===== src/rtl/vtdi_hash.sv =====
`default_nettype none

module vtdi_hash #(
   parameter int INDEX_BITS = 24,
   parameter int SLOT_BITS  = 12
) (
   input  wire logic [INDEX_BITS-1:0] pos_key,
   input  wire logic [INDEX_BITS:0]   nrm_key,
   input  wire logic [INDEX_BITS:0]   tex_key,
   output logic      [SLOT_BITS-1:0]  slot_hash
);

   // Each attribute is folded onto the slot address with its own rotation, so that
   // triples with equal position, normal and texture indices do not cancel out.
   localparam int ROT_N = SLOT_BITS / 2;
   localparam int ROT_T = (SLOT_BITS + 2) / 3;

   always_comb begin
      slot_hash = '0;
      for (int i = 0; i < INDEX_BITS; i++) begin
         slot_hash[i % SLOT_BITS] = slot_hash[i % SLOT_BITS] ^ pos_key[i];
      end
      for (int i = 0; i < INDEX_BITS + 1; i++) begin
         slot_hash[(i + ROT_N) % SLOT_BITS] =
            slot_hash[(i + ROT_N) % SLOT_BITS] ^ nrm_key[i];
         slot_hash[(i + ROT_T) % SLOT_BITS] =
            slot_hash[(i + ROT_T) % SLOT_BITS] ^ tex_key[i];
      end
   end

endmodule

`default_nettype wire


===== config.mk =====
export PLATFORM = sky130hd
export DESIGN_NAME = vtdi_hash
export DESIGN_NICKNAME = d
export VERILOG_FILES = /design/src/rtl/vtdi_hash.sv
export SDC_FILE = /design/constraint.sdc
export NUM_CORES = 1
export LEC_CHECK = 0
export BUFFER_PORTS_ARGS = -buffer_cell sky130_fd_sc_hd__buf_4
export CORE_MARGIN = 2
export CORE_UTILIZATION = 30
export DETAILED_ROUTE_END_ITERATION = 10
export PLACE_DENSITY_LB_ADDON = 0.05
export SLEW_MARGIN = 20
export SYNTH_ARGS = -nofsm -noshare
export SYNTH_HDL_FRONTEND = slang
export SYNTH_SLANG_ARGS = --single-unit

===== constraint.sdc =====
create_clock -name vclk -period 0.95
set_input_delay 0.1425 -clock vclk [all_inputs]
set_output_delay 0.1425 -clock vclk [all_outputs]
set_load 0.01 [all_outputs]

# [After elaboration in Yosys (flattened, before gate mapping)]
# Cells that the tools add are included.
[classes] bitwise=62
[op_table] cell="$xor A1 B1 Y1" count=62
[totals] input_bits=74 regBits=0 word_cells=62 output_inout_bits=12

# [Logic depth before layout (Yosys ltp)]
[logic_depth] word_depth=6 mapped_depth=2

# [Least setup slack after synthesis]
# Ideal clock, no wire load.
[synth_timing] path_type="input port to output port" from="input port pos_key[16]" to="output port slot_hash[4]" setup_slack_ns=0.048 stages=2 arrival_ns=0.759 path_cell_list="xnor3_1 -> xnor3_1"
[synth_via] elab_chain_cells=6
[synth_rtl] item="start, declared" line_no="7" rtl="input wire logic [INDEX_BITS-1:0] pos_key,"
[synth_rtl] item="$xor A1 B1 Y1" line_no="21" rtl="slot_hash[i % SLOT_BITS] = slot_hash[i % SLOT_BITS] ^ pos_key[i];"
[synth_rtl] item="$xor A1 B1 Y1" line_no="27" rtl="slot_hash[(i + ROT_T) % SLOT_BITS] ^ tex_key[i];"
[synth_rtl] item="$xor A1 B1 Y1" line_no="25" rtl="slot_hash[(i + ROT_N) % SLOT_BITS] ^ nrm_key[i];"
[synth_rtl] item="$xor A1 B1 Y1" line_no="27"
[synth_rtl] item="$xor A1 B1 Y1" line_no="25"
[synth_rtl] item="$xor A1 B1 Y1" line_no="27"
[synth_rtl] item="end, declared" line_no="10" rtl="output logic [SLOT_BITS-1:0] slot_hash"
# No other way between the ends.

# [Final worst setup path]
[layout_timing] from="input port pos_key[18]" to="output port slot_hash[6]"
[layout_via] elab_chain_cells=6
[layout_rtl] item="$xor A1 B1 Y1" line_no="21"
[layout_rtl] item="$xor A1 B1 Y1" line_no="25"
[layout_rtl] item="$xor A1 B1 Y1" line_no="27"
[layout_rtl] item="$xor A1 B1 Y1" line_no="25"
[layout_rtl] item="$xor A1 B1 Y1" line_no="27"
[layout_rtl] item="$xor A1 B1 Y1" line_no="25"
# No other way between the ends.

==> qor.txt <==
Run status - finished, violations left
Failing checks - setup timing
Final Max Tran Viols - 0
Post-synthesis to final-layout area growth - 171%
Hold Crit Class - in2out
Share of cells above drive strength 1 - 85.8%
Routed WL per cell - 15.1 um
Number of nets in the synthesized netlist - 122
Syn Std Cell Area - 613 sq um
Worst path bufs/invs - 2
Peak supply drop - 0.000595 V
Leak Pwr - 0.917 nW
Library cell occupying the most area in the post-synthesis netlist - xnor3_1
Most used standard cell by instance count after synthesis - xnor2_1
Worst slack on hold paths - 697 ps
Total placed instance area - 1290 sq um
Detailed placement HPWL - 1620 um
Achievable Freq - 895 MHz
Routed length on met1 - 727 um
Top metal layer carrying routed signals - met3
Effective utilization at floorplan - 31.6%
Setup repair after global routing missed its margin - true
Syn_area_per_cell - 12.8 sq um
Critical Path Fanout Max - 1
Data arrival time of the critical path - 980 ps
Chain of cells forming the critical path - buf_6 -> xnor3_1 -> xnor3_1 -> buf_6
# clk buffers - 0
Cell class contributing the biggest share of worst-path delay - XOR/XNOR gates
Relative slew slack - 85.2%
Met3 WL post-DR - 207 um
Initial detailed-routing violation count - 2
Die footprint - 2420 sq um
Kind of start point of the critical path - input port
Biggest area contributors in the synthesized netlist - xnor3_1, xnor2_1
Sequential share of the synthesized area - 0%
Chip Width - 49.2 um
RD Place Congestion - 0.684
Final min period - 1120 ps
Vias in the first global route - 816
CP Class - in2out
Leftover overflow at the end of global routing - 0
Total length of routed met2 wires - 1500 um
Share of the synthesized area in the top cell type - 51.4%
Final hold violation count - 0
Final #Nets - 210
Antenna violations before repair - 0
Share of the cycle needed by the critical path after routing - 118%
Count of antenna diodes in the layout - 0
Fin worst setup slack - -168 ps
Die Y-Extent - 49.2 um
Worst Max-Slew Pin Slew - 221 ps
Remaining routing DRC violations - 0
Slowest stage cell on the critical path - xnor3_1
Warnings, synthesis - 0
Design Area, Final - 1660 sq um
Std cell rows - 16
Total I/O pin count - 86
Wire length of the first global-routing pass - 3260 um
Number of standard cells after synthesis - 48
Maximum number of pins on one net before global-route repair - 2
Power density relative to cell area - 821 nW/um^2
Kind of end point of the critical path - output pin
Setup TNS - -1520 ps
Setup Buffers After CTS - 0
Unique cell type count in the Yosys netlist - 2
Number of nets with antenna violations after routing - 0
Maxcap violations - 0
Core Box Area - 1940 sq um
Sequential Area - 0 sq um
All-layer global routing usage - 17.3%
Total vias in the final route - 696
Largest stage delay on the critical path - 360 ps
Final setup violation count - 12
Req. time, crit path - 810 ps
Detail-routed via count per cell - 4.32
First-pass DRT Iterations - 2
Input/output buffers - 86
Hold_buf cts - 0
Seq Cell Count - 0
Top post-synthesis cells by count - xnor2_1, xnor3_1
Overall routed net length - 2440 um
[repair_timing]
item / CTS / global route
pin swaps: 21 / 14
cloned: 0 / 0
resized for setup: 50 / 20
endpoints found under the setup margin: 12 / 12
[logic make-up after synthesis]
| family | after synthesis | share of synthesized area, % |
|---|---|---|
| xor gates and xnor gates | 48 | 100 |
[tightest hold or removal path, cell delays in order]
cell	delay, ps
buf_6	70
xnor2_2	100
xnor3_1	140
buf_6	100
[per-layer routing]
metal	vias up	global-route usage [%]
li1	330	-
met1	330	14.8
met2	36	39.0
met3	0	4.91
met4	0	0
met5	-	0
[final cells by class]
type                       instances  area, sq um
multi-input combinational         48          831
timing repair buffer              86          800
fill                             101          278
tap                               27         33.8
[power breakdown]
part           total, mW  internal (mW)  leakage, nW  switching (mW)
sequential             0              0            0               0
combinational       1.37          0.951        0.917           0.416
clock                  0              0            0               0
total               1.37          0.951        0.917           0.416
[final timing paths]
kind	startpoint	to	slack [ps]	cells past startpoint
setup / recovery	pos_key[18]	slot_hash[6]	-170	4
hold / removal	nrm_key[3]	slot_hash[9]	700	4
[cells in the final DEF, fill, tap and decap left out, drive strengths merged]
cell | Yosys | layout
buf | 0 | 86
xnor2 | 34 | 34
xnor3 | 14 | 14
[stage by stage]
step / worst slack (ps) / utilization, % / cells / power, mW
after global placement: -150 / 66.6 / 161 / 1.05
after floorplan: 48.3 / - / 48 / 0.538
after CTS: -184 / 79.9 / 161 / 1.31
after global routing: -191 / 85.7 / 161 / 1.43
after detailed placement: -219 / 66.6 / 161 / 1.06
final: -168 / 85.7 / 161 / 1.37
Power figures use the tool's default switching activity.
